File: config.mk
export PLATFORM = sky130hd
export DESIGN_NAME = nps_div
export DESIGN_NICKNAME = d
export VERILOG_FILES = /design/src/sv/nps_div.sv
export SDC_FILE = /design/constraint.sdc
export NUM_CORES = 1
export LEC_CHECK = 0
export BUFFER_PORTS_ARGS = -buffer_cell sky130_fd_sc_hd__clkbuf_2
export CORE_ASPECT_RATIO = 1.25
export CORE_UTILIZATION = 25
export DETAILED_ROUTE_END_ITERATION = 8
export PLACE_DENSITY = 0.41
export SLEW_MARGIN = 20
export SYNTH_ARGS = -nofsm -noshare
export SYNTH_HDL_FRONTEND = slang
export SYNTH_SLANG_ARGS = --single-unit
File: constraint.sdc
create_clock -name clk -period 4.4 [get_ports clk]
set_clock_uncertainty 0.05 [all_clocks]
set_input_delay 0.22 -clock clk [delete_from_list [all_inputs] [get_ports clk]]
set_output_delay 0.22 -clock clk [all_outputs]
set_load 0.1 [all_outputs]
File: src/sv/nps_div.sv
// Pipelined restoring divider, one quotient bit per stage.
module nps_div #(
  parameter int WN = 8,
  parameter int WV = 8
) (
  input  logic          clk,
  input  logic [WN-1:0] n,
  input  logic [WV-1:0] v,
  output logic [WN-1:0] q
);

  logic [WN-1:0] nq_r [WN];
  logic [WV-1:0] rem_r [WN];
  logic [WV-1:0] v_r [WN];

  for (genvar k = 0; k < WN; k++) begin : g_stage
    logic [WN-1:0] nq_in;
    logic [WV-1:0] rem_in;
    logic [WV-1:0] v_in;
    logic [WV:0]   cur;
    logic [WV:0]   diff;

    if (k == 0) begin : g_first
      assign nq_in = n;
      assign rem_in = '0;
      assign v_in = v;
    end else begin : g_next
      assign nq_in = nq_r[k-1];
      assign rem_in = rem_r[k-1];
      assign v_in = v_r[k-1];
    end

    assign cur = {rem_in, nq_in[WN-1]};
    assign diff = cur - {1'b0, v_in};

    always_ff @(posedge clk) begin
      v_r[k] <= v_in;
      if (cur >= {1'b0, v_in}) begin
        rem_r[k] <= diff[WV-1:0];
        nq_r[k] <= {nq_in[WN-2:0], 1'b1};
      end else begin
        rem_r[k] <= cur[WV-1:0];
        nq_r[k] <= {nq_in[WN-2:0], 1'b0};
      end
    end
  end

  assign q = nq_r[WN-1];

endmodule

Word level (Yosys, flattened, before mapping)

Memory sizes are Yosys's and may differ from the RTL's.
Index checks and enable logic that the tools add are counted.

Input bits: 17
Register bits after elaboration: 0
Memories kept: 3
RAM bits: 192
Output and inout bits: 8

Add/sub/neg operators: 8
Bitwise operators: 16
$lt $le $gt $ge: 8
Muxes and demuxes: 40

Memory list:

| memory | words | bits a word | rd ports | clocked after memory_dff | write ports | RTL line | RTL |
|---|---|---|---|---|---|---|---|
| nq_r   | 8     | 8           | 8        | 0                        | 8           | 12       | `logic [WN-1:0] nq_r [WN];` |
| rem_r  | 8     | 8           | 7        | 0                        | 8           | 13       | `logic [WV-1:0] rem_r [WN];` |
| v_r    | 8     | 8           | 7        | 0                        | 8           | 14       | `logic [WV-1:0] v_r [WN];` |

Operators by type and width:

| kind                                                         | count |
|---|---|
| 8-bit two-way mux                                            | 16 |
| 9-bit by 8-bit greater-or-equal comparator with 1-bit output | 7 |
| 8-bit subtractor                                             | 7 |
| 1-bit two-way mux                                            | 24 |
| 1-bit OR                                                     | 16 |
| 1-bit by 8-bit greater-or-equal comparator with 1-bit output | 1 |
| 1-bit by 8-bit subtractor with 8-bit output                  | 1 |

Logic depth before layout (Yosys ltp)

Gate-level depths: netlist of the first run.
An unclocked memory read counts as a cell.

Depth after elaboration: 5
Mapped depth: 9

Worst setup path before layout of the first run

Ideal clock, no wire load.

Kind: reg-to-reg
From: mem v_r[0][6]
To: mem rem_r[1][2]
Period minus slack after synthesis: 2.004 ns
Stages on the path, launching flop included: 8
Library setup time: 0.121 ns
Data required time: 4.229 ns
Slack: 2.396 ns
Arrival: 1.833 ns
Path buffers: 1
Cells stage by stage: dfxtp_1 inv_1 ha_1 a21o_1 a2111oi_2 o21a_1 buf_6 mux2_4

RTL lines:

| element         | RTL line |
|---|---|
| start, declared | 14 |
| end, declared   | 13 |

==> metrics list, run 1 <==
- Post-Route WL: 12.6 mm
* Final HPWL from detailed placement: slightly below 10 mm
* Drt initial violations: between 100 and 150
- Number of storage elements in the synthesis netlist: 176
* Area overhead of the layout relative to synthesis: 17.7%
- Sorting the synthesized cells by area gives the leading types as sky130_fd_sc_hd__dfxtp_1, sky130_fd_sc_hd__ha_1, sky130_fd_sc_hd__mux2_4.
- Cells with a size suffix above 1 make up 16.1% of the layout.
- After technology mapping, the gate count stands at between 600 and 700.
- Chip width: 152 um
* Final min period: 2.40 ns
- Summing every instance area after synthesis gives 0.00699 mm2.
* Minimum hold slack: between 0.2 and 0.3 ns
- After detailed routing, the number of vias per cell comes to 4.29.
* Placer's final routability congestion estimate: 0.791
- Hold worst-path end: nq_r[1][1]
- Clock slew at reported path FFs: 0.07 ns
* Cell at the root of the clock tree: sky130_fd_sc_hd__clkbuf_16
- Buffers inserted during clock tree synthesis total 17.
- Summed over all instances, the cell type with the most area after synthesis is sky130_fd_sc_hd__dfxtp_1.
- Max-cap violations in this run came to 0.
* Placed insts: 980
- Largest fanout on the critical path: 9
- Minimum setup slack after placement: 2.01 ns
- Worst Tran Pin Value: around 0.57 ns
- Setup violations remaining at the end of the flow were counted as 0.
- Counting cells, the worst reg-to-reg path comes to 6.
- Clock tree synthesis found a total of 176 sinks.
- Global routing usage summed across all routing layers: 9.69%
* Critical Path Start Type: flip-flop
- Maximum clock insertion buffer count: 2
* CTS HTree Levels: 4
- For the worst setup path, the data arrival time is 2.66 ns.
- Detailed-routing iteration count for the pre-antenna-repair pass: 4
- Hold Vio Cnt, Final: 0
- After clock tree synthesis, the repair step resized 0 gates.
- The multi-input combinational cells in the finished layout cover a total of 0.00308 mm2.
- Routed Antenna Nets: 0
- For the worst-skew pair, the clock arrives at the later sink with an insertion delay of 0.43 ns.
- In this run the tightest slew margin relative to its limit is between 60% and 70%.
- Setup ws final: 2.00 ns
- The die covers 0.0286 mm2.
* Final instance count without filler cells: 1028
- 0 antenna diodes ended up in the layout.
- Across all register-to-register paths, the minimum setup slack is 2.00 ns.
- The placed instances occupy a cell area of between 0.007 and 0.008 mm2.
- TritonCTS clock tree: yes
- Synth warn: 0
* Height of the die: 189 um
- Post-synthesis area per instance: 11.3 um2
- The worst register-to-register path begins at v_r[4][6].
- Critical Path, Cell by Cell: inv_1 -> ha_1 -> a21o_1 -> a2111oi_2 -> o21a_1 -> mux2_4
- The endpoint identified for the worst register-to-register timing path is rem_r[5][6].
- Tot Pwr: 4.88 mW
- Timing would allow up to about 0.42 GHz.
- Top cells by count, synth: sky130_fd_sc_hd__dfxtp_1, sky130_fd_sc_hd__inv_1, sky130_fd_sc_hd__ha_1, sky130_fd_sc_hd__mux2_4
- Global routing finished with a remaining overflow of 0.
- Worst min-delay path class: reg2reg
- Among all stages on the critical path, the largest delay is contributed by sky130_fd_sc_hd__o21a_1.
- Leakage power: approximately 3.9 nW
- Sum Neg Setup Slack: 0 ns
* I/O pin cnt: 25
* Vias in the first global route: 4734
- Number of enable-type register cells in the synthesized netlist: 0
- Summing the sequential cell areas from Yosys gives 50.4% of the chip area.
- The finished cells cover roughly 0.008 mm2.
* Max-slew violation count: 0
* Number of vias after detailed routing: 4410
* Number of rows in the core area: 68
* Ratio of final minimum period to clock period: 54.5%
- Once the floorplan was initialized, standard cells occupied between 20% and 30% of the core.
- Measured on the finished design, the core utilization comes to 29.9%.
- Core box area: 0.0276 mm2
- Counting distinct cell types in the post-synthesis netlist gives 47.
- Count of nets after finishing: 746
- Most numerous cell in the Yosys netlist: sky130_fd_sc_hd__dfxtp_1
- Area share of the leading cell type in the synthesized netlist: 50.4%
- Maximum ir drop on the vdd rail: 0.226 mV
* Pwr per Cell Area: 593 mW/mm2
* RSZ-0062 raised after global routing: no
* Fill cell instance count of the final layout: 2899
* Origin of the worst min-delay path: nq_r[0][24]
* Area taken by flip-flops and latches: about 0.0035 mm2
- Post-synthesis net count: 699
- Remaining design rule violation count: 0
- Initial antenna violation count: 0
- Top FF cell, synth: sky130_fd_sc_hd__dfxtp_1
- Start-to-end type of the worst setup path: reg2reg
* Global-route wire length before repair: 21.3 mm
- The worst setup path is captured at a flip-flop.
- Hold path cells: 0
- Data required time at the worst endpoint: 4.66 ns
- Total of buffers placed on input and output ports: 24
* Wire length per cell: 12.3 um
* Pin count of the biggest net entering global routing: 21
* Outcome: complete, no violations
* Async S/R FF share, synth: 0%
- In this design, the stage delay of the slowest critical-path cell is 0.54 ns.
-- critical path: cells and delay by family, from the launching register on --
family          cells  cell delay, ns
buf+inv             1            0.05
fa+ha+maj           1            0.34
flops               1            0.34
compound gates      3            1.16
mux                 1            0.35
-- cells by family (layout without fill, tap and decap cells) --
logic type | count (synthesis) | in the layout | share of synthesized area [%]
AO/OA/AOI/OAI | 115 | 115 | 13.3
XOR/XNOR | 18 | 18 | 2.26
adder cells (fa/ha/maj) | 64 | 64 | 12.1
buffers and inverters | 93 | 153 | 5.57
flip-flops | 176 | 176 | 50.4
multiplexers | 47 | 47 | 8.63
AND/OR/NAND/NOR | 105 | 105 | 7.79
-- metal layers --
metal | up-vias | global-route usage [%] | share of wire, %
met1 | 2079 | 8.44 | 37
met2 | 68 | 19.5 | 58
met5 | - | 0 | 0
met3 | 24 | 2.77 | 2.4
li1 | 2239 | - | -
met4 | 0 | 4.68 | 2.7
-- worst max path at each step --
| stage | startpoint | endpoint | slack [ns] | cells past startpoint |
|---|---|---|---|---|
| 5_1_grt | v_r[4][6] | rem_r[5][6] | 1.87 | 6 |
| 4_1_cts | v_r[4][6] | rem_r[5][6] | 1.98 | 6 |
| 3_5_place_dp | v_r[4][6] | rem_r[5][3] | 2.01 | 6 |
| 3_3_place_gp | v_r[0][6] | rem_r[1][2] | 2.05 | 6 |
| 6_report | v_r[4][6] | rem_r[5][6] | 2.00 | 6 |
| 2_1_floorplan | v_r[0][6] | rem_r[1][2] | 2.40 | 7 |
-- power breakdown --
group	total, mW	switching, mW	leakage [nW]	internal (mW)
sequential	1.93	0.103	1.47	1.83
combinational	1.45	0.752	2.13	0.694
clock	1.51	0.731	0.292	0.774
-- cell type report --
type / instances / area share, %
clock buffers: 17 / 5.17
clock inverters: 15 / 2.19
inverters: 81 / 3.69
multi-input cells: 349 / 37.4
flip-flops and latches: 176 / 42.8
well taps: 350 / 5.32
repair buffers: 40 / 3.41
-- registers in the layout, indices dropped and copies added (netlist names) --
name and count:
rem_r 56, v_r 56, nq_r 64
-- repair_timing --
action | in CTS | in global routing
hold buffers | 16 | 0
setup buffers | 0 | 0
endpoints found under the hold margin | 16 | 0
-- cell usage in the layout, fill, tap and decap left out, drive strengths merged, types with 8 or more instances in the layout --
master,n
o21ai,15
dfxtp,176
o21a,10
nand3,12
mux2,34
a211oi,10
a21oi,20
nand2,11
xnor2,16
mux2i,13
inv,90
dlygate4sd3,16
clkbuf,41
a21o,21
nand2b,9
a211o,8
ha,58
nor2,22
nor3,22
No activity file was read; power rests on OpenSTA's default activity.
==> inputs of run 2 (changes only) <==
==> constraint.sdc (replaced) <==
create_clock -name clk -period 2.3 [get_ports clk]
set_clock_uncertainty 0.05 [all_clocks]
set_input_delay 0.115 -clock clk [delete_from_list [all_inputs] [get_ports clk]]
set_output_delay 0.115 -clock clk [all_outputs]
set_load 0.1 [all_outputs]
==> run 2 against run 1 <==
Design area up 2.7%. Register-to-register slack worse by 1.9 ns. Clock power up 90%. Total power up 97%. Setup slack worse by 1.9 ns. Critical path depth up 1. Largest cell class unchanged.
==> metrics list, run 2 (same netlist as run 1, synthesis figures left out) <==
* Cell at the root of the clock tree: sky130_fd_sc_hd__clkbuf_16
- Pwr per Cell Area: ~1100 mW/mm2
- Area taken by flip-flops and latches: about 0.0035 mm2
- Setup slack on the critical path of the routed design comes to 0.0852 ns.
* Pin count of the biggest net entering global routing: 19
* Worst min-delay path class: reg2reg
- In the layout the commonest cells are sky130_fd_sc_hd__dfxtp_1, sky130_fd_sc_hd__inv_1, sky130_fd_sc_hd__ha_1, sky130_fd_sc_hd__mux2_4, sky130_fd_sc_hd__clkbuf_2.
* Area of the die: 0.0286 mm2
- At the pin with the least slew margin, the transition time is ~0.53 ns.
- Capturing element type of the critical path: flip-flop
- TritonCTS clock tree: yes
* Clock latency of the later-clocked register in the worst-skew pair: between 0.4 and 0.5 ns
* Largest fanout on the critical path: 9
- For this run, the total global-route usage over all layers was measured as 9.70%.
* Area overhead of the layout relative to synthesis: 20.9%
- Input and output buffers added on the ports amount to 24.
- The number of clock buffers added by TritonCTS is 17.
- Counting along the longest clock path gives a buffer depth of 2.
- Tot Pwr: 9.61 mW
- Across all layers, the routed design uses 4519 vias.
- Hold timing on the final database bottoms out at a slack of 0.276 ns.
- Before CTS, the worst setup slack after placement is around 0.10 ns.
- Routed Antenna Nets: 0
* Data required time at the worst endpoint: 2.56 ns
- Number of rows in the core area: 68
- Leakage power: 4.02 nW
* Fill cell instance count of the final layout: 2838
- Headroom to the max-slew limit came out at approximately 64%.
- Average via count per standard cell: 4.30
* Maximum ir drop on the vdd rail: slightly below 0.4 mV
- Clock slew at reported path FFs: ~0.07 ns
* Wire length per cell: 12.2 um
* Clock sink count: 176
- The max-slew violation total from the final report was 0.
* Core box area: 0.0276 mm2
- CTS HTree Levels: 4
- Leaving out fill and tap cells, the most frequent cell in the layout is sky130_fd_sc_hd__dfxtp_1.
- Grt ovf: 0
- Max reg flops: between 60 and 70
* Initial antenna violation count: 0
* Remaining design rule violation count: 0
- Placer's final routability congestion estimate: 0.854
- The post-route netlist has 18.7% of its cells at a drive strength greater than 1.
- Measured along the x axis, the die boundary spans 152 um.
- Across the run, the number of max-cap violations was 0.
* Post-Route WL: between 10 and 15 mm
* I/O pin cnt: 25
- Sum Neg Setup Slack: 0 ns
- The largest registers in the layout are nq_r (64), rem_r (56), v_r (56).
* Height of the die: 189 um
- Multi-input gate area: slightly above 0.003 mm2
- For this run, the share of the core covered by cells in the final layout is 30.7%.
- Global-route wire length before repair: 21.5 mm
- Outcome: complete, no violations
- Hold Vio Cnt, Final: 0
* Detailed-routing iteration count for the pre-antenna-repair pass: 4
- For this block, the initial DRC count from the detailed router was roughly 120.
* Start-to-end type of the worst setup path: reg2reg
- Fmax: 0.452 GHz
- Dividing the final minimum period by the clock period gives 96.3%.
- Final min period: 2.21 ns
- Final HPWL from detailed placement: 10.1 mm
- For this configuration, the core starts out at a cell density of 25.4%.
* Critical Path Start Type: flip-flop
* Total of endpoints with negative setup slack in the final report: 0
- Number of diodes: 0
- Largest register by flop count: nq_r
- Worst Path Arrival: 2.47 ns
* Count of nets after finishing: about 770
- The via count of the first global-routing pass was 4851.
-- run 2: cell types whose count changed in the layout (fill, tap and decap cells not counted) --
cell | previous run | this run
sky130_fd_sc_hd__clkinv_8 | 4 | 2
sky130_fd_sc_hd__clkinv_4 | 1 | 3
sky130_fd_sc_hd__a2111oi_2 | 4 | 3
sky130_fd_sc_hd__inv_12 | 1 | 0
sky130_fd_sc_hd__buf_4 | 0 | 18
sky130_fd_sc_hd__buf_12 | 0 | 4
sky130_fd_sc_hd__inv_8 | 5 | 3
sky130_fd_sc_hd__inv_6 | 3 | 4
sky130_fd_sc_hd__bufinv_16 | 0 | 1
sky130_fd_sc_hd__clkinvlp_4 | 1 | 2
sky130_fd_sc_hd__a2111oi_4 | 0 | 1
-- run 2: worst paths after layout --
| path | startpoint | endpoint | slack, ns | depth (start not counted) |
|---|---|---|---|---|
| min reg2reg | nq_r[0][30] | nq_r[1][7] | 0.28 | 0 |
| max reg2reg | v_r[3][6] | rem_r[4][4] | 0.09 | 7 |
| min | nq_r[0][30] | nq_r[1][7] | 0.28 | 0 |
| max | v_r[3][6] | rem_r[4][4] | 0.09 | 7 |
-- run 2: area by class of cell --
class | count | area share, %
timing repair buffer | 62 | 5.86
multi-input combinational | 349 | 36.6
clock inverter | 15 | 2.04
sequential | 176 | 41.7
clock buffer | 17 | 5.03
tap | 350 | 5.18
inverter | 81 | 3.60
-- run 2: power by group --
group          switching (mW)  internal (mW)
combinational            1.51           1.54
clock                    1.32           1.55
sequential              0.191           3.50
-- run 2: what timing repair did --
item	in CTS	in global routing
hold endpoints to repair	18	0
gates resized for setup	0	1
hold buffers	16	0
setup buffers	0	0
endpoints found under the setup margin	0	6
-- run 2: metrics by stage --
| step | instances | area [um2] |
|---|---|---|
| floorplan | 618 | 6990 |
| global placement | 1002 | 7680 |
| detailed placement | 1002 | 7680 |
| CTS | 1050 | 8440 |
| global route | 1050 | 8450 |
| finish | 1050 | 8450 |
-- run 2: layer usage --
| metal | global-route usage, % | vias to the layer above | routed length [um] |
|---|---|---|---|
| met5 | 0 | - | 0 |
| met4 | 6.36 | 0 | 499 |
| met3 | 2.19 | 27 | 252 |
| met2 | 19.3 | 67 | 7280 |
| met1 | 8.34 | 2145 | 4770 |
| li1 | - | 2280 | - |
-- run 2: critical path, stage by stage, from the launching register on --
cell                        delay [ns]
sky130_fd_sc_hd__dfxtp_1          0.34
sky130_fd_sc_hd__inv_1            0.05
sky130_fd_sc_hd__ha_1             0.34
sky130_fd_sc_hd__a21o_1           0.27
sky130_fd_sc_hd__a2111oi_4        0.38
sky130_fd_sc_hd__o21a_1           0.23
sky130_fd_sc_hd__buf_12           0.15
sky130_fd_sc_hd__mux2_4           0.29
==> inputs of run 3 (changes only) <==
--- a/config.mk
+++ b/config.mk
@@ -6,7 +6,6 @@
 export NUM_CORES = 1
 export LEC_CHECK = 0
 export BUFFER_PORTS_ARGS = -buffer_cell sky130_fd_sc_hd__clkbuf_2
-export CORE_ASPECT_RATIO = 1.25
 export CORE_UTILIZATION = 25
 export DETAILED_ROUTE_END_ITERATION = 8
 export PLACE_DENSITY = 0.41
==> run 3 against run 2 <==
Non-clock buffer count is 1 higher. Combinational power hardly changed. Clock-buffer cell count is 1 higher. Clock power hardly changed. Via count is 2.2% lower. Largest power group unchanged. Highest routed layer unchanged.
==> metrics list, run 3 (same netlist as run 1, synthesis figures left out) <==
- The run finished with clean final reports.
- Data on the critical path arrives at its endpoint at 2.45 ns.
- Routed Antenna Nets: 0
- Worst min-delay path class: reg2reg
- Most common cell after layout, fill and taps aside: sky130_fd_sc_hd__dfxtp_1
- Largest register by flop count: nq_r
- Average via count per standard cell: slightly above 4
* Global routing usage summed across all routing layers: 9.68%
- Across the VDD grid, the largest voltage drop is roughly 0.42 mV.
- Max reg flops: 64
- Max-slew violation count: 0
* Count of nets after finishing: 769
* Vias in the first global route: 4527
- At the pin with the least slew margin, the transition time is 0.548 ns.
* Number of diodes: 0
* Start-to-end type of the worst setup path: reg2reg
- Seq pwr share: 38.6%
- Critical Path Max Stage Delay: around 0.36 ns
- Area of the die: 0.0286 mm2
* Core box area: 0.0272 mm2
- Minimum hold slack: 0.273 ns
- Initial cell density of the core: 25.7%
- Highest-count cells in the layout ignoring fill and taps: sky130_fd_sc_hd__dfxtp_1, sky130_fd_sc_hd__inv_1, sky130_fd_sc_hd__ha_1, sky130_fd_sc_hd__mux2_4, sky130_fd_sc_hd__clkbuf_2
* Internal power: 6.62 mW
* Total of endpoints with negative setup slack in the final report: 0
* Remaining design rule violation count: 0
* Capturing element type of the critical path: flip-flop
- In the final timing run, aggregate negative setup slack is 0 ns.
- The floorplan step set the die height to 169 um.
- The total overflow left after global routing is 0.
- Proportion of layout cells with a drive suffix above 1: a little under a fifth
- Initial antenna violation count: 0
* Maximum clock insertion buffer count: 2
- The largest individual stage delay along the critical path comes from the cell sky130_fd_sc_hd__dfxtp_2.
* Post-CTS setup repair buffer count: 0
* RSZ-0062 raised after global routing: no
- The first global-routing pass estimated 21.7 mm of wire.
- The final layout contains routed wiring with a total length of approximately 13 mm.
- In the final routed layout, each cell accounts on average for 12.0 um.
- Final min period: 2.20 ns
* Biggest regs: nq_r (64), rem_r (56), v_r (56)
- Total of buffers placed on input and output ports: 24
- In this run switching power makes up 31.2% of total power.
- Detailed-routing iteration count for the pre-antenna-repair pass: 4
- Drt initial violations: 189
- Logic gate share of total power: 31.5%
- TritonCTS Buffers: 17
- Dividing the final minimum period by the clock period gives 95.6%.
- Clock sink count: approximately 180
- Of all nets on the critical path, the largest fanout is 9.
* Worst slew margin relative to its limit: 63.6%
* Fmax: 0.455 GHz
* Minimum setup slack after placement: 0.0269 ns
* Setup ws final: 0.101 ns
- Cell at the root of the clock tree: sky130_fd_sc_hd__clkbuf_16
- The H-tree was split into 4 levels.
* Pin count of the biggest net entering global routing: 19
* Chip width: 169 um
* Hold Vio Cnt, Final: 0
- The wire-length estimate of the detail-placed layout is roughly 10 mm.
- Cell family with most CP delay: compound AO/OA/AOI/OAI gates
- TritonCTS clock tree: yes
- 25 I/O pins were placed.
- After clock tree synthesis, the clock-pin slew on the worst setup and hold paths is roughly 0.07 ns.
- The analysis attributes to net switching a power of 3.00 mW.
- Critical Path, Cell by Cell: inv_1 -> ha_1 -> a21o_1 -> a2111oi_4 -> o21a_1 -> buf_12 -> mux2_4
- The area growth from synthesis to layout is 21.6%.
- The clock reaches the later pin of the worst-skew pair after 0.42 ns.
- Tot Pwr: between 9 and 10 mW
- Clk network pwr share: between 30% and 40%
- In this run the power density over the cells is ~1100 mW/mm2.
* Buffers & Inverters on Critical Path: 2
- Number of vias after detailed routing: 4421
* Critical Path Start Type: flip-flop
- Data required time at the worst endpoint: 2.55 ns
- In this run the static leakage power is 4.03 nW.
* Total of max-cap violations: 0
* Number of rows in the core area: 60
* Placer's final routability congestion estimate: approximately 0.83
-- run 3: changes by cell type in the layout (fill, tap and decap cells not counted), sizes merged --
cell / before / now
clkinv: 5 / 2
buf: 22 / 23
inv: 88 / 90
clkbuf: 41 / 42
-- run 3: power groups by stage --
stage          combinational (mW)  clock [mW]  sequential, mW
6_report                     3.02        2.88            3.71
5_1_grt                      3.33        3.14            3.75
4_1_cts                      3.04        3.00            3.72
3_5_place_dp                 3.01           0            3.79
3_3_place_gp                 2.96           0            3.79
2_1_floorplan                2.13           0            3.96
-- run 3: worst paths after layout --
path                      end  depth (start not counted)        from  slack (ns)
hold / removal     nq_r[1][9]                          0  nq_r[1][0]        0.27
setup reg to reg  rem_r[4][6]                          7   v_r[3][6]        0.10
hold reg to reg    nq_r[1][9]                          0  nq_r[1][0]        0.27
setup / recovery  rem_r[4][6]                          7   v_r[3][6]        0.10
-- run 3: final cells by class --
| type | instances | area [um2] |
|---|---|---|
| Clock buffer | 18 | 439 |
| Clock inverter | 14 | 158 |
| Fill cell | 2781 | 18700 |
| Inverter | 81 | 304 |
| Multi-Input combinational cell | 349 | 3100 |
| Sequential cell | 176 | 3520 |
| Tap cell | 372 | 465 |
| Timing Repair Buffer | 63 | 503 |
-- run 3: worst register-to-register path: cells and delay by family, from the launching register on --
family	cells	cell delay, ns
compound gates	3	0.85
fa+ha+maj	1	0.33
buf+inv	2	0.20
flops	1	0.36
mux	1	0.30
-- run 3: timing repair --
action | 4_1_cts | 5_1_grt
endpoints found under the setup margin | 0 | 12
hold endpoints to repair | 16 | 0
resized for setup | 0 | 3
hold buffers | 16 | 0
-- run 3: layer usage --
| layer | global-route usage [%] | share of wire, % |
|---|---|---|
| met2 | 17.4 | 52 |
| met1 | 10.6 | 43 |
| met4 | 3.88 | 2.0 |
| met3 | 2.82 | 3.0 |
| met5 | 0 | 0 |
-- run 3: stage by stage --
step / area [um2] / util, % / std cells
after floorplan: 6990 / - / 618
after global placement: 7710 / 28.4 / 1025
after detailed placement: 7710 / 28.4 / 1025
after CTS: 8470 / 31.2 / 1073
after global routing: 8500 / 31.3 / 1073
final: 8500 / 31.3 / 1073
