$ cat src/sv/nps_pkg.sv
// Shared constants for the neutrino longitudinal momentum solver.
package nps_pkg;

  localparam int MOMENTUM_BITS_DEF = 24;
  localparam int W_MASS_BITS = 16;
  localparam logic [W_MASS_BITS-1:0] W_MASS_RESET = 16'd5146;
  localparam int CHUNK = 32;
  localparam int MUL_LAT = 5;

endpackage

$ cat src/sv/nps_mul.sv
// Pipelined signed multiplier built from 32 by 32 bit partial products.
module nps_mul import nps_pkg::*; #(
  parameter int WA = 16,
  parameter int WB = 16
) (
  input  logic            clk,
  input  logic [WA-1:0]   a,
  input  logic [WB-1:0]   b,
  output logic [WA+WB-1:0] p
);

  localparam int NA = (WA + CHUNK - 1) / CHUNK;
  localparam int NB = (WB + CHUNK - 1) / CHUNK;
  localparam int WAE = NA * CHUNK;
  localparam int WBE = NB * CHUNK;
  localparam int WP = WA + WB;
  localparam int WPP = 2 * CHUNK;

  logic [WA-1:0]  abs_a;
  logic [WB-1:0]  abs_b;
  logic [WAE-1:0] ma_r;
  logic [WBE-1:0] mb_r;
  logic [WPP-1:0] pp_r [NA][NB];
  logic [WP-1:0]  row_nxt [NA];
  logic [WP-1:0]  row_r [NA];
  logic [WP-1:0]  tot_nxt;
  logic [WP-1:0]  tot_r;
  logic [3:0]     sg_r;
  logic [WP-1:0]  p_r;

  assign abs_a = a[WA-1] ? (~a + 1'b1) : a;
  assign abs_b = b[WB-1] ? (~b + 1'b1) : b;

  always_comb begin
    for (int i = 0; i < NA; i++) begin
      row_nxt[i] = '0;
      for (int j = 0; j < NB; j++) begin
        row_nxt[i] = row_nxt[i] + (WP'(pp_r[i][j]) << (CHUNK * j));
      end
    end
  end

  always_comb begin
    tot_nxt = '0;
    for (int i = 0; i < NA; i++) begin
      tot_nxt = tot_nxt + (row_r[i] << (CHUNK * i));
    end
  end

  always_ff @(posedge clk) begin
    ma_r <= WAE'(abs_a);
    mb_r <= WBE'(abs_b);
    sg_r <= {sg_r[2:0], a[WA-1] ^ b[WB-1]};
    for (int i = 0; i < NA; i++) begin
      for (int j = 0; j < NB; j++) begin
        pp_r[i][j] <= WPP'(ma_r[i*CHUNK +: CHUNK]) * WPP'(mb_r[j*CHUNK +: CHUNK]);
      end
    end
    row_r <= row_nxt;
    tot_r <= tot_nxt;
    p_r <= sg_r[3] ? (~tot_r + 1'b1) : tot_r;
  end

  assign p = p_r;

endmodule

$ cat config.mk
export PLATFORM = sky130hd
export DESIGN_NAME = nps_mul
export DESIGN_NICKNAME = d
export VERILOG_FILES = /design/src/sv/nps_pkg.sv /design/src/sv/nps_mul.sv
export SDC_FILE = /design/constraint.sdc
export NUM_CORES = 1
export LEC_CHECK = 0
export BUFFER_PORTS_ARGS = -buffer_cell sky130_fd_sc_hd__buf_2
export CAP_MARGIN = 10
export CORE_UTILIZATION = 60
export DETAILED_ROUTE_END_ITERATION = 6
export PLACE_DENSITY = 0.78
export SLEW_MARGIN = 20
export SYNTH_ARGS = -nofsm -noshare
export SYNTH_HDL_FRONTEND = slang
export SYNTH_SLANG_ARGS = --single-unit
$ cat constraint.sdc
create_clock -name clk -period 7.5 [get_ports clk]
set_input_delay 1.125 -clock clk [delete_from_list [all_inputs] [get_ports clk]]
set_output_delay 1.125 -clock clk [all_outputs]
set_load 0.02 [all_outputs]
### Word level (Yosys, flattened, before mapping)

Memories as Yosys holds them, arrays and structs flattened. A register that Yosys moved wholly into a read port is not among the register bits.
Cells that the tools add are included.

| word-level totals | value |
|---|---|
| flip-flop bits (word level) | 100 |
| bits in writable memories | 32 |
| input port bits | 33 |
| output and inout port bits | 32 |
| logic and storage cells | 19 |
| memories | 1 |

| operators by class | value |
|---|---|
| add/subtract/negate cells | 3 |
| multipliers | 1 |
| multiplexer cells | 3 |
| bitwise operators | 4 |

Memory list:

| name | words | width | rd ports | clocked after memory_dff | write ports | line | text |
|---|---|---|---|---|---|---|---|
| pp_r | 1 | 32 | 1 | 1 | 1 | nps_mul.sv:23 | `logic [WPP-1:0] pp_r [NA][NB];` |

Operators by type and width:

| operator | number |
|---|---|
| $add 16x1->16 const B | 2 |
| $add 32x1->32 const B | 1 |
| $mul 16x16->32 | 1 |
| $mux 32 | 1 |
| $not 16->16 | 2 |
| $not 32->32 | 1 |
| $mux 15 | 2 |
| $xor 1x1->1 | 1 |

### Longest topological paths before layout

Gate-level depths: netlist of run 1.

| depth | value |
|---|---|
| depth after elaboration | 3 |
| mapped depth | 22 |
| mapped depth without buffers | 21 |

### Worst setup path before layout of run 1

OpenSTA, ideal clock, no wires.

| path | value |
|---|---|
| path type | reg-to-reg |
| start | reg ma_r[13] |
| end | mem pp_r[0][31] in the netlist's numbering |
| library setup time | 0.138 ns |
| data arrival time | 5.474 ns |
| data required time | 7.362 ns |
| path slack | 1.889 ns |
| cell stages (with the launch flop) | 19 |
| path buffers | 1 |
| cell sequence | dfxtp_1 -> clkbuf_1 -> nand2_1 -> fa_1 -> fa_1 -> inv_1 -> fa_1 -> fa_1 -> fa_1 -> inv_1 -> fa_1 -> inv_1 -> ha_1 -> and3_1 -> a31oi_1 -> a41oi_1 -> a41o_1 -> o41ai_1 -> a41oi_1 |

| on the way | value |
|---|---|
| word-level cells in the longest chain between the ends | 1 |

Ends and longest elaborated chain:

| item | line | text |
|---|---|---|
| start, declared | nps_mul.sv:21 | `logic [WAE-1:0] ma_r;` |
| start signal, assigned | nps_mul.sv:51 | `ma_r <= WAE'(abs_a);` |
| $mul 16x16->32 | nps_mul.sv:56 | `pp_r[i][j] <= WPP'(ma_r[i*CHUNK +: CHUNK]) * WPP'(mb_r[j*CHUNK +: CHUNK]);` |
| end, declared | nps_mul.sv:23 |  |

No other way between the ends.

### Final worst setup path of run 1

| path | value |
|---|---|
| start | reg mb_r[1] |
| end | mem pp_r[0][30] in the netlist's numbering |

| on the way | value |
|---|---|
| word-level cells in the longest chain between the ends | 1 |

Ends and longest elaborated chain:

| item | line | text |
|---|---|---|
| start, declared | nps_mul.sv:22 | `logic [WBE-1:0] mb_r;` |
| start signal, assigned | nps_mul.sv:52 | `mb_r <= WBE'(abs_b);` |
| $mul 16x16->32 | nps_mul.sv:56 |  |

No other way between the ends.

==> reports/summary.log, run 1 <==
INFO  hold_path      timing.hold.worst.class=reg2reg
INFO  clock_network  post_cts.resized_instances=0
INFO  critical_path  critical_path_arrival=6.70ns
INFO  critical_path  timing.critical_path.cells=nand2_1 > fa_1 > fa_1 > fa_1 > fa_1 > inv_1 > fa_1 > inv_1 > fa_1 > inv_1 > ha_1 > a21oi_1 > o21ai_0 > o41ai_1 > o21ai_0 > a21oi_1 > xnor2_1
INFO  place          routabilityCongestion=0.897
INFO  floorplan      die_area=22200um2
INFO  clock_network  ctsHoldBuffers=0
INFO  critical_path  critical-path-slowest-cell=dfxtp_1
INFO  critical_path  peak_per_stage_delay_on_the_critical_path=0.80ns
INFO  layout         layout.cells.most_common=inv_1
INFO  critical_path  rrSetupSlack=1.17ns
INFO  synth          synth.ff_latch_count=164
INFO  synth          postSynthNetCount=1661
INFO  synth          synth_area_leaders=fa_1, dfxtp_1, ha_1
INFO  timing         hold_violations_final=0
INFO  floorplan      core=21100um2
INFO  detailed_routing routed_len_inst=15.7um
INFO  synth          ys_async_sr_fraction=0%
INFO  detailed_routing viasPerCell=5.39
INFO  detailed_routing dr.first_iter.drc_count=630
INFO  hold_path      min_delay_worst_endpoint=tot_r[13]
INFO  detailed_routing antenna_left=0
INFO  status         result_of_the_run=complete, no violations
INFO  clock_network  cts_tree=built
INFO  clock_network  htree_num_levels=4
INFO  timing         slew_at_the_pin_closest_to_its_max_slew_limit=0.964ns
INFO  detailed_routing first_pass_iters=7
INFO  global_routing grt_pass1_wl=44200um
INFO  detailed_routing routed-via-count=8936
INFO  floorplan      ioPinCount=65
INFO  layout         final_cell_mix=inv_1, fa_1, nand2_1, dfxtp_1, and2_1
INFO  synth          synth.yosys.seq_area_share=25.3%
INFO  synth          post_synth_inst_count=1327
INFO  synth          synth_top_area_cell=fa_1
INFO  critical_path  worst-setup-path-type=reg2reg
INFO  timing         timing_max_transition_violations_final=0
INFO  global_routing grtUsageTotal=25.6%
INFO  timing         finalCriticalPeriod=6.33ns
INFO  layout         layout.nets=1705
INFO  timing         skew=0.0112ns
INFO  synth          post_synth.cell_area_avg=9.77um2
INFO  critical_path  worst_r2r_endpoint=pp_r[0][30]
INFO  floorplan      dieHeight=149um
INFO  global_routing antenna_found_initial=0
INFO  critical_path  worst_r2r_path_depth=17
INFO  global_routing total_global_routing_overflow=0
INFO  timing         timing.final.setup_violations=0
INFO  layout         drive_gt1_share=7.80%
INFO  floorplan      placement_rows=53
INFO  clock_network  worst_skew_pair.late_latency=0.43ns
INFO  place          port_buffers=64
INFO  timing         setup-tns-final=0ns
INFO  clock_network  cts_made_buffers=17
INFO  hold_path      worstHoldPathCells=0
INFO  hold_path      worstHoldStart=row_r[13]
INFO  critical_path  worstPathMaxFanout=16
INFO  layout         area_growth=8.93%
INFO  synth          mappedNetlistArea=13000um2
INFO  clock_network  cts_setup_buffers=0
INFO  clock_network  max-clock-path-buffers=2
INFO  critical_path  cp.required=7.86ns
INFO  job            max_cap_violations=0
INFO  synth          yosys_warnings=0
INFO  synth          postSynth.topFlopCell=dfxtp_1
INFO  clock_network  cts.root.buffer_cell=clkbuf_16
INFO  global_routing grt_start_max_net_pins=33
INFO  timing         slew_headroom=35.6%
INFO  synth          synth_cell_types=51
INFO  clock_network  tritoncts_num_sinks=164
INFO  layout         fillerInstances=1678
INFO  detailed_routing drc_violations_left=0
INFO  synth          synth_top_cell_area_share=30.0%
INFO  global_routing first_global_vias=9287
INFO  timing         final_critical_path_share_of_the_clock_period=84.5%
INFO  critical_path  critical_path.most_common_cell=fa_1
INFO  synth          count_of_flip_flops_with_a_built_in_enable_after_synthesis=0
INFO  clock_network  clk_transition_reported_paths=0.07ns
INFO  timing         achievable-frequency=158MHz
INFO  place          hpwl=19700um
INFO  critical_path  worst_setup_path_end_kind=flop
INFO  floorplan      initial_utilization=61.5%
INFO  critical_path  cp-start-kind=flop
INFO  layout         finish.utilization=67.0%
INFO  detailed_routing drt-total-wl=26100um
INFO  timing         rsz0062_at_grt=no
INFO  critical_path  worst_r2r_startpoint=mb_r[1]
INFO  layout         n_antenna_cell=0
INFO  floorplan      die_width=149um
==> per-stage QoR <==
stage          cells  instance area (um2)  hold WS [ns]  worst slack, ns
2_1_floorplan   1327                13000         0.310             1.89
3_3_place_gp    1627                13500         0.310             1.35
3_5_place_dp    1627                13500         0.312             1.18
4_1_cts         1659                14100         0.319             1.18
5_1_grt         1659                14100         0.319            0.879
6_report        1659                14100         0.318             1.17
==> worst max-delay path by stage <==
stage                       end      from
floorplan           pp_r[0][31]  ma_r[13]
global placement    pp_r[0][31]  ma_r[14]
detailed placement  pp_r[0][31]  ma_r[13]
CTS                 pp_r[0][31]  ma_r[13]
global route        pp_r[0][28]  ma_r[14]
finish              pp_r[0][30]   mb_r[1]
==> cell type report <==
class | instances | area [um2] | area share [%]
multi-input cells | 889 | 8650 | 61.3
flip-flops and latches | 164 | 3280 | 23.2
inverters | 235 | 882 | 6.25
clock buffers | 17 | 425 | 3.01
well taps | 275 | 344 | 2.44
repair buffers | 64 | 320 | 2.27
clock inverters | 15 | 214 | 1.52
==> state kept, by name (all words and copies together) (netlist names) <==
register,cells
ma_r,16
mb_r,16
p,32
pp_r,32
row_r,32
sg_r,4
tot_r,32
==> Yosys cell counts, types with 3 or more instances <==
library cell / count
and2_1: 113
fa_1: 194
o21bai_1: 3
o31ai_1: 18
o21ai_0: 33
nor2_1: 17
ha_1: 107
a21o_1: 12
dfxtp_1: 164
or3_1: 14
xnor2_1: 69
a21oi_1: 29
o41ai_1: 6
and3_1: 5
nand3_1: 5
nor3_1: 7
inv_1: 235
xor2_1: 15
clkbuf_1: 39
a31oi_1: 5
nand2b_1: 6
nand2_1: 189
or2_2: 3
==> critical path: cells and delay by family (launching register included) <==
family,cells,cell delay (ns)
DFF,1,0.80
adders and majority gates,7,3.37
AOI/OAI and AO/OA,5,1.65
xor gates and xnor gates,1,0.12
and+or+nand+nor,1,0.17
buffers and inverters,3,0.14
==> logic make-up (layout without fill, tap and decap cells) <==
group	after synthesis	count (layout)	synth area share, %
AO/OA/AOI/OAI	126	126	6.22
buffers and inverters	274	331	7.93
AND/OR/NAND/NOR	378	378	14.6
flip-flops	164	164	25.3
XOR/XNOR	84	84	5.67
adder cells (fa/ha/maj)	301	301	40.3
==> layer usage <==
layer	track usage (%)	share of wire, %	routed length [um]
met1	33.6	43	11200
met2	41.6	47	12300
met3	6.70	7.9	2070
met4	7.60	1.8	465
met5	0	0	0
Power of run 1 is left out: the tool's default activity adds up to more than one toggle a clock period on the data nets, which glitch-free logic cannot reach.
==> inputs of run 2 (changes only) <==
--- a/config.mk
+++ b/config.mk
@@ -7,7 +7,7 @@
 export LEC_CHECK = 0
 export BUFFER_PORTS_ARGS = -buffer_cell sky130_fd_sc_hd__buf_2
 export CAP_MARGIN = 10
-export CORE_UTILIZATION = 60
+export CORE_UTILIZATION = 57
 export DETAILED_ROUTE_END_ITERATION = 6
 export PLACE_DENSITY = 0.78
 export SLEW_MARGIN = 20
==> constraint.sdc (replaced) <==
create_clock -name clk -period 5.7 [get_ports clk]
set_input_delay 0.855 -clock clk [delete_from_list [all_inputs] [get_ports clk]]
set_output_delay 0.855 -clock clk [all_outputs]
set_load 0.02 [all_outputs]
==> run 2 against run 1 <==
Wire length up 4.9%. Global-route usage decreased by 1.7 points. Critical path depth up 3. Critical endpoint is now pp_r[0][31]. Via count grew 4.0%. Utilization grew 1.6 points. Cell area rose by 7.2%. The flow now finishes with violations (DRC). Clock skew down 0.0014 ns. Highest routed layer unchanged. Sequential share of layout area shrank 0.98 points.
==> reports/summary.log, run 2 (synthesis results as in run 1) <==
INFO  timing         final_critical_path_share_of_the_clock_period=97.6%
INFO  global_routing grt_pass1_wl=45000um
INFO  clock_network  worst_skew_pair.late_latency=0.42ns
INFO  timing         slew_headroom=35.1%
INFO  global_routing grtUsageTotal=23.9%
INFO  timing         achievable-frequency=180MHz
INFO  clock_network  tritoncts_num_sinks=164
INFO  critical_path  rrSetupSlack=0.13ns
INFO  critical_path  cp-endpoint=pp_r[0][31]
INFO  timing         skew=0.00983ns
INFO  detailed_routing routed_len_inst=15.6um
INFO  timing         finalCriticalPeriod=5.57ns
INFO  critical_path  cp-start-kind=flop
INFO  detailed_routing routed-via-count=9293
INFO  critical_path  crit_cells=20
INFO  critical_path  critical_path_arrival=5.85ns
INFO  floorplan      placement_rows=54
INFO  detailed_routing dr.first_iter.drc_count=812
INFO  place          port_buffers=64
INFO  critical_path  crit_family=adder cells
INFO  layout         area_growth=16.8%
INFO  layout         n_antenna_cell=0
INFO  timing         setup-tns-final=0ns
INFO  layout         layout.cells.most_common=inv_1
INFO  detailed_routing first_pass_iters=7
INFO  critical_path  worst_r2r_path_depth=20
INFO  timing         timing_max_transition_violations_final=0
INFO  floorplan      core=22100um2
INFO  clock_network  cts_tree=built
INFO  global_routing grt_start_max_net_pins=33
INFO  detailed_routing viasPerCell=5.30
INFO  layout         final_cell_mix=inv_1, nand2_1, fa_1, dfxtp_1, and2_1
INFO  critical_path  timing.critical_path.cells=buf_4 > and2_1 > fa_1 > inv_1 > fa_1 > inv_1 > fa_1 > fa_1 > fa_1 > inv_1 > fa_1 > inv_1 > ha_4 > a21oi_2 > nand2_1 > a21oi_2 > a41oi_2 > a41o_1 > o41ai_2 > a41oi_1
INFO  critical_path  timing.critical_path.from=mb_r[6]
INFO  critical_path  cp.required=5.98ns
INFO  critical_path  critical-path-slowest-cell=fa_1
INFO  layout         drive_gt1_share=18.3%
INFO  timing         hold_violations_final=0
INFO  clock_network  cts.root.buffer_cell=clkbuf_16
INFO  critical_path  worst_r2r_endpoint=pp_r[0][31]
INFO  place          hpwl=21100um
INFO  layout         fillerInstances=1557
INFO  timing         timing.final.setup_violations=0
INFO  critical_path  critical_path.most_common_cell=fa_1
INFO  floorplan      die_area=23400um2
INFO  clock_network  clk_transition_reported_paths=0.07ns
INFO  clock_network  ctsHoldBuffers=0
INFO  hold_path      timing.hold.worst.class=reg2reg
INFO  critical_path  worstPathMaxFanout=9
INFO  critical_path  critPathBufInv=5
INFO  detailed_routing antenna_left=0
INFO  floorplan      die_width=153um
INFO  floorplan      initial_utilization=58.7%
INFO  critical_path  worst-setup-path-type=reg2reg
INFO  detailed_routing drc_violations_left=6
INFO  place          routabilityCongestion=0.926
INFO  global_routing first_global_vias=9460
INFO  floorplan      dieHeight=153um
INFO  clock_network  max-clock-path-buffers=2
INFO  layout         layout.nets=1794
INFO  job            max_cap_violations=0
INFO  detailed_routing drt-total-wl=27400um
INFO  status         result_of_the_run=finished, violations left
INFO  critical_path  peak_per_stage_delay_on_the_critical_path=0.53ns
INFO  global_routing antenna_found_initial=0
INFO  timing         slew_at_the_pin_closest_to_its_max_slew_limit=0.973ns
INFO  global_routing total_global_routing_overflow=0
INFO  status         violated_checks=DRC
INFO  critical_path  worst_setup_path_end_kind=flop
INFO  critical_path  worst_r2r_startpoint=mb_r[6]
INFO  timing         rsz0062_at_grt=yes
INFO  clock_network  cts_made_buffers=17
INFO  floorplan      ioPinCount=65
INFO  clock_network  htree_num_levels=4
-- run 2: per-layer routing --
layer | routed length (um) | track usage, % | vias up
li1 | - | - | 4371
met1 | 11800 | 32.4 | 4464
met2 | 13000 | 39.4 | 403
met3 | 2000 | 4.93 | 55
met4 | 621 | 6.06 | 0
met5 | 0 | 0 | -
-- run 2: layout make-up --
class,count,area [um2],share of cell area [%]
well taps,280,350,2.31
repair buffers,153,1060,6.98
clock inverters,14,153,1.01
clock buffers,17,425,2.81
multi-input cells,889,8900,58.8
flip-flops and latches,164,3370,22.3
inverters,235,882,5.83
-- run 2: per-stage QoR --
step	cell area, um2	setup slack [ns]	hold WS [ns]	cells	util, %
after detailed placement	14100	-0.229	0.312	1706	63.8
final	15100	0.134	0.318	1752	68.5
after floorplan	13000	0.0885	0.310	1327	-
after global placement	14100	-0.0357	0.310	1706	63.8
after CTS	14700	0.00394	0.317	1737	66.6
after global routing	15100	-0.0436	0.322	1752	68.5
-- run 2: worst min path at each step --
stage / endpoint / slack, ns / cells after the start / start
2_1_floorplan: row_r[0] / 0.31 / 0 / pp_r[0][0]
3_3_place_gp: row_r[21] / 0.31 / 0 / pp_r[0][21]
3_5_place_dp: tot_r[11] / 0.31 / 0 / row_r[11]
4_1_cts: row_r[1] / 0.32 / 0 / pp_r[0][1]
5_1_grt: row_r[16] / 0.32 / 0 / pp_r[0][16]
6_report: row_r[16] / 0.32 / 0 / pp_r[0][16]
-- run 2: what timing repair did --
| action | 4_1_cts | 5_1_grt |
|---|---|---|
| cloned | 0 | 0 |
| gates resized for setup | 18 | 91 |
| pin swaps | 1 | 39 |
| endpoints found under the setup margin | 8 | 12 |
| setup buffers | 0 | 17 |
Power of run 2 is left out for the same reason.
==> inputs of run 3 (changes only) <==
--- a/config.mk
+++ b/config.mk
@@ -7,9 +7,9 @@
 export LEC_CHECK = 0
 export BUFFER_PORTS_ARGS = -buffer_cell sky130_fd_sc_hd__buf_2
 export CAP_MARGIN = 10
-export CORE_UTILIZATION = 57
+export CORE_UTILIZATION = 50
 export DETAILED_ROUTE_END_ITERATION = 6
-export PLACE_DENSITY = 0.78
+export PLACE_DENSITY = 0.7
 export SLEW_MARGIN = 20
 export SYNTH_ARGS = -nofsm -noshare
 export SYNTH_HDL_FRONTEND = slang
==> run 3 against run 2 <==
Maximum frequency rose by 0.72%. Critical path type unchanged. Worst hold slack gained 0.0011 ns. The flow now finishes without violations. Count of clock-buffer cells in the layout up 1.
==> reports/summary.log, run 3 (synthesis results as in run 1) <==
INFO  critical_path  worstPathMaxFanout=10
INFO  detailed_routing viasPerCell=5.09
INFO  detailed_routing first_pass_iters=5
INFO  timing         setup-tns-final=0ns
INFO  critical_path  cp.required=6.04ns
INFO  floorplan      core=25300um2
INFO  global_routing grtUsageTotal=21.1%
INFO  clock_network  cts_tree=built
INFO  layout         layout.cells.most_common=inv_1
INFO  layout         n_antenna_cell=0
INFO  place          port_buffers=64
INFO  layout         drive_gt1_share=15.5%
INFO  detailed_routing routed-via-count=9119
INFO  detailed_routing antenna_left=0
INFO  layout         flip_flop_and_latch_area=3340um2
INFO  floorplan      die_area=26600um2
INFO  job            max_cap_violations=0
INFO  clock_network  cts_made_buffers=17
INFO  global_routing antenna_found_initial=0
INFO  place          pre_cts_ws=-0.137ns
INFO  clock_network  clk_transition_reported_paths=0.07ns
INFO  floorplan      placement_rows=58
INFO  status         result_of_the_run=complete, no violations
INFO  detailed_routing drc_violations_left=0
INFO  timing         final_critical_path_share_of_the_clock_period=96.9%
INFO  global_routing total_global_routing_overflow=0
INFO  timing         hold_violations_final=0
INFO  layout         layout.nets=1781
INFO  floorplan      die_width=163um
INFO  clock_network  worst_skew_pair.late_latency=0.42ns
INFO  place          routabilityCongestion=0.928
INFO  detailed_routing routed_len_inst=14.8um
INFO  floorplan      dieHeight=163um
INFO  clock_network  tritoncts_num_sinks=164
INFO  clock_network  max-clock-path-buffers=2
INFO  timing         timing_max_transition_violations_final=0
INFO  clock_network  htree_num_levels=4
INFO  global_routing grt_pass1_wl=44500um
INFO  timing         achievable-frequency=181MHz
INFO  timing         slew_headroom=35.4%
INFO  layout         fillerInstances=2137
INFO  global_routing first_global_vias=9387
INFO  clock_network  cts.root.buffer_cell=clkbuf_16
INFO  timing         slew_at_the_pin_closest_to_its_max_slew_limit=0.967ns
INFO  global_routing grt_start_max_net_pins=33
INFO  timing         timing.final.setup_violations=0
INFO  critical_path  rrSetupSlack=0.17ns
INFO  layout         multi_input_area=8770um2
INFO  timing         finalHoldWorstSlack=0.319ns
INFO  timing         post-route-worst-setup-slack=0.174ns
INFO  layout         area_growth=15.4%
INFO  critical_path  cp-start-kind=flop
INFO  layout         final_cell_mix=inv_1, fa_1, nand2_1, dfxtp_1, and2_1
INFO  critical_path  worst-setup-path-type=reg2reg
INFO  floorplan      ioPinCount=65
INFO  critical_path  worst_setup_path_end_kind=flop
INFO  floorplan      initial_utilization=51.2%
INFO  place          hpwl=21600um
INFO  critical_path  critical_path_arrival=5.87ns
INFO  detailed_routing drt-total-wl=26500um
INFO  timing         skew=0.00932ns
INFO  clock_network  ctsHoldBuffers=0
INFO  hold_path      timing.hold.worst.class=reg2reg
INFO  timing         finalCriticalPeriod=5.53ns
INFO  detailed_routing dr.first_iter.drc_count=556
## run 3: cell count changes in the layout (fill, tap and decap cells not counted), moves of 6 or more
| cell | delta |
|---|---|
| ha_1 | +8 |
| fa_2 | -9 |
| fa_1 | +9 |
| ha_4 | -6 |
| buf_4 | -9 |
| dfxtp_4 | -12 |
| dfxtp_2 | +9 |
## run 3: final cells by class
class,count,area share [%]
Inverter,235,5.90
Timing Repair Buffer,140,6.29
Sequential cell,164,22.3
Tap cell,330,2.76
Clock inverter,14,1.23
Multi-Input combinational cell,889,58.6
Clock buffer,18,2.94
## run 3: path summary, 6_finish.rpt
| check | from | end | cells after the start |
|---|---|---|---|
| min reg2reg | row_r[6] | tot_r[6] | 0 |
| max reg2reg | mb_r[10] | pp_r[0][30] | 19 |
| max | mb_r[10] | pp_r[0][30] | 19 |
| min | row_r[6] | tot_r[6] | 0 |
## run 3: per-stage QoR
stage | util (%) | instances | cell area [um2]
3_3_place_gp | 55.8 | 1754 | 14100
2_1_floorplan | - | 1327 | 13000
5_1_grt | 59.1 | 1790 | 15000
4_1_cts | 58.4 | 1786 | 14800
6_report | 59.1 | 1790 | 15000
3_5_place_dp | 55.8 | 1754 | 14100
## run 3: layer usage
metal	share of wire [%]	vias up	GRT usage (%)
met3	6.3	35	4.01
met1	45	4460	28.0
met4	1.3	0	5.44
met5	0	-	0
li1	-	4337	-
met2	48	287	35.5
## run 3: critical path, stage by stage (launching register included)
cell and delay, ns:
dfxtp_2 0.46, buf_4 0.20, nand2_1 0.09, fa_1 0.54
inv_1 0.06, fa_1 0.57, fa_1 0.43, fa_1 0.49
fa_1 0.55, inv_1 0.05, fa_1 0.52, inv_1 0.04
ha_1 0.30, a21o_1 0.20, a31oi_1 0.21, o21ai_0 0.11
a21oi_1 0.17, o21ai_1 0.14, a21oi_1 0.18, xnor2_1 0.13
## run 3: what timing repair did
item	CTS	global route
gates resized for setup	17	44
buffers inserted	0	4
endpoints found under the setup margin	8	13
pin swaps	0	12
endpoints found under the hold margin	0	0
Power of run 3 is left out for the same reason.
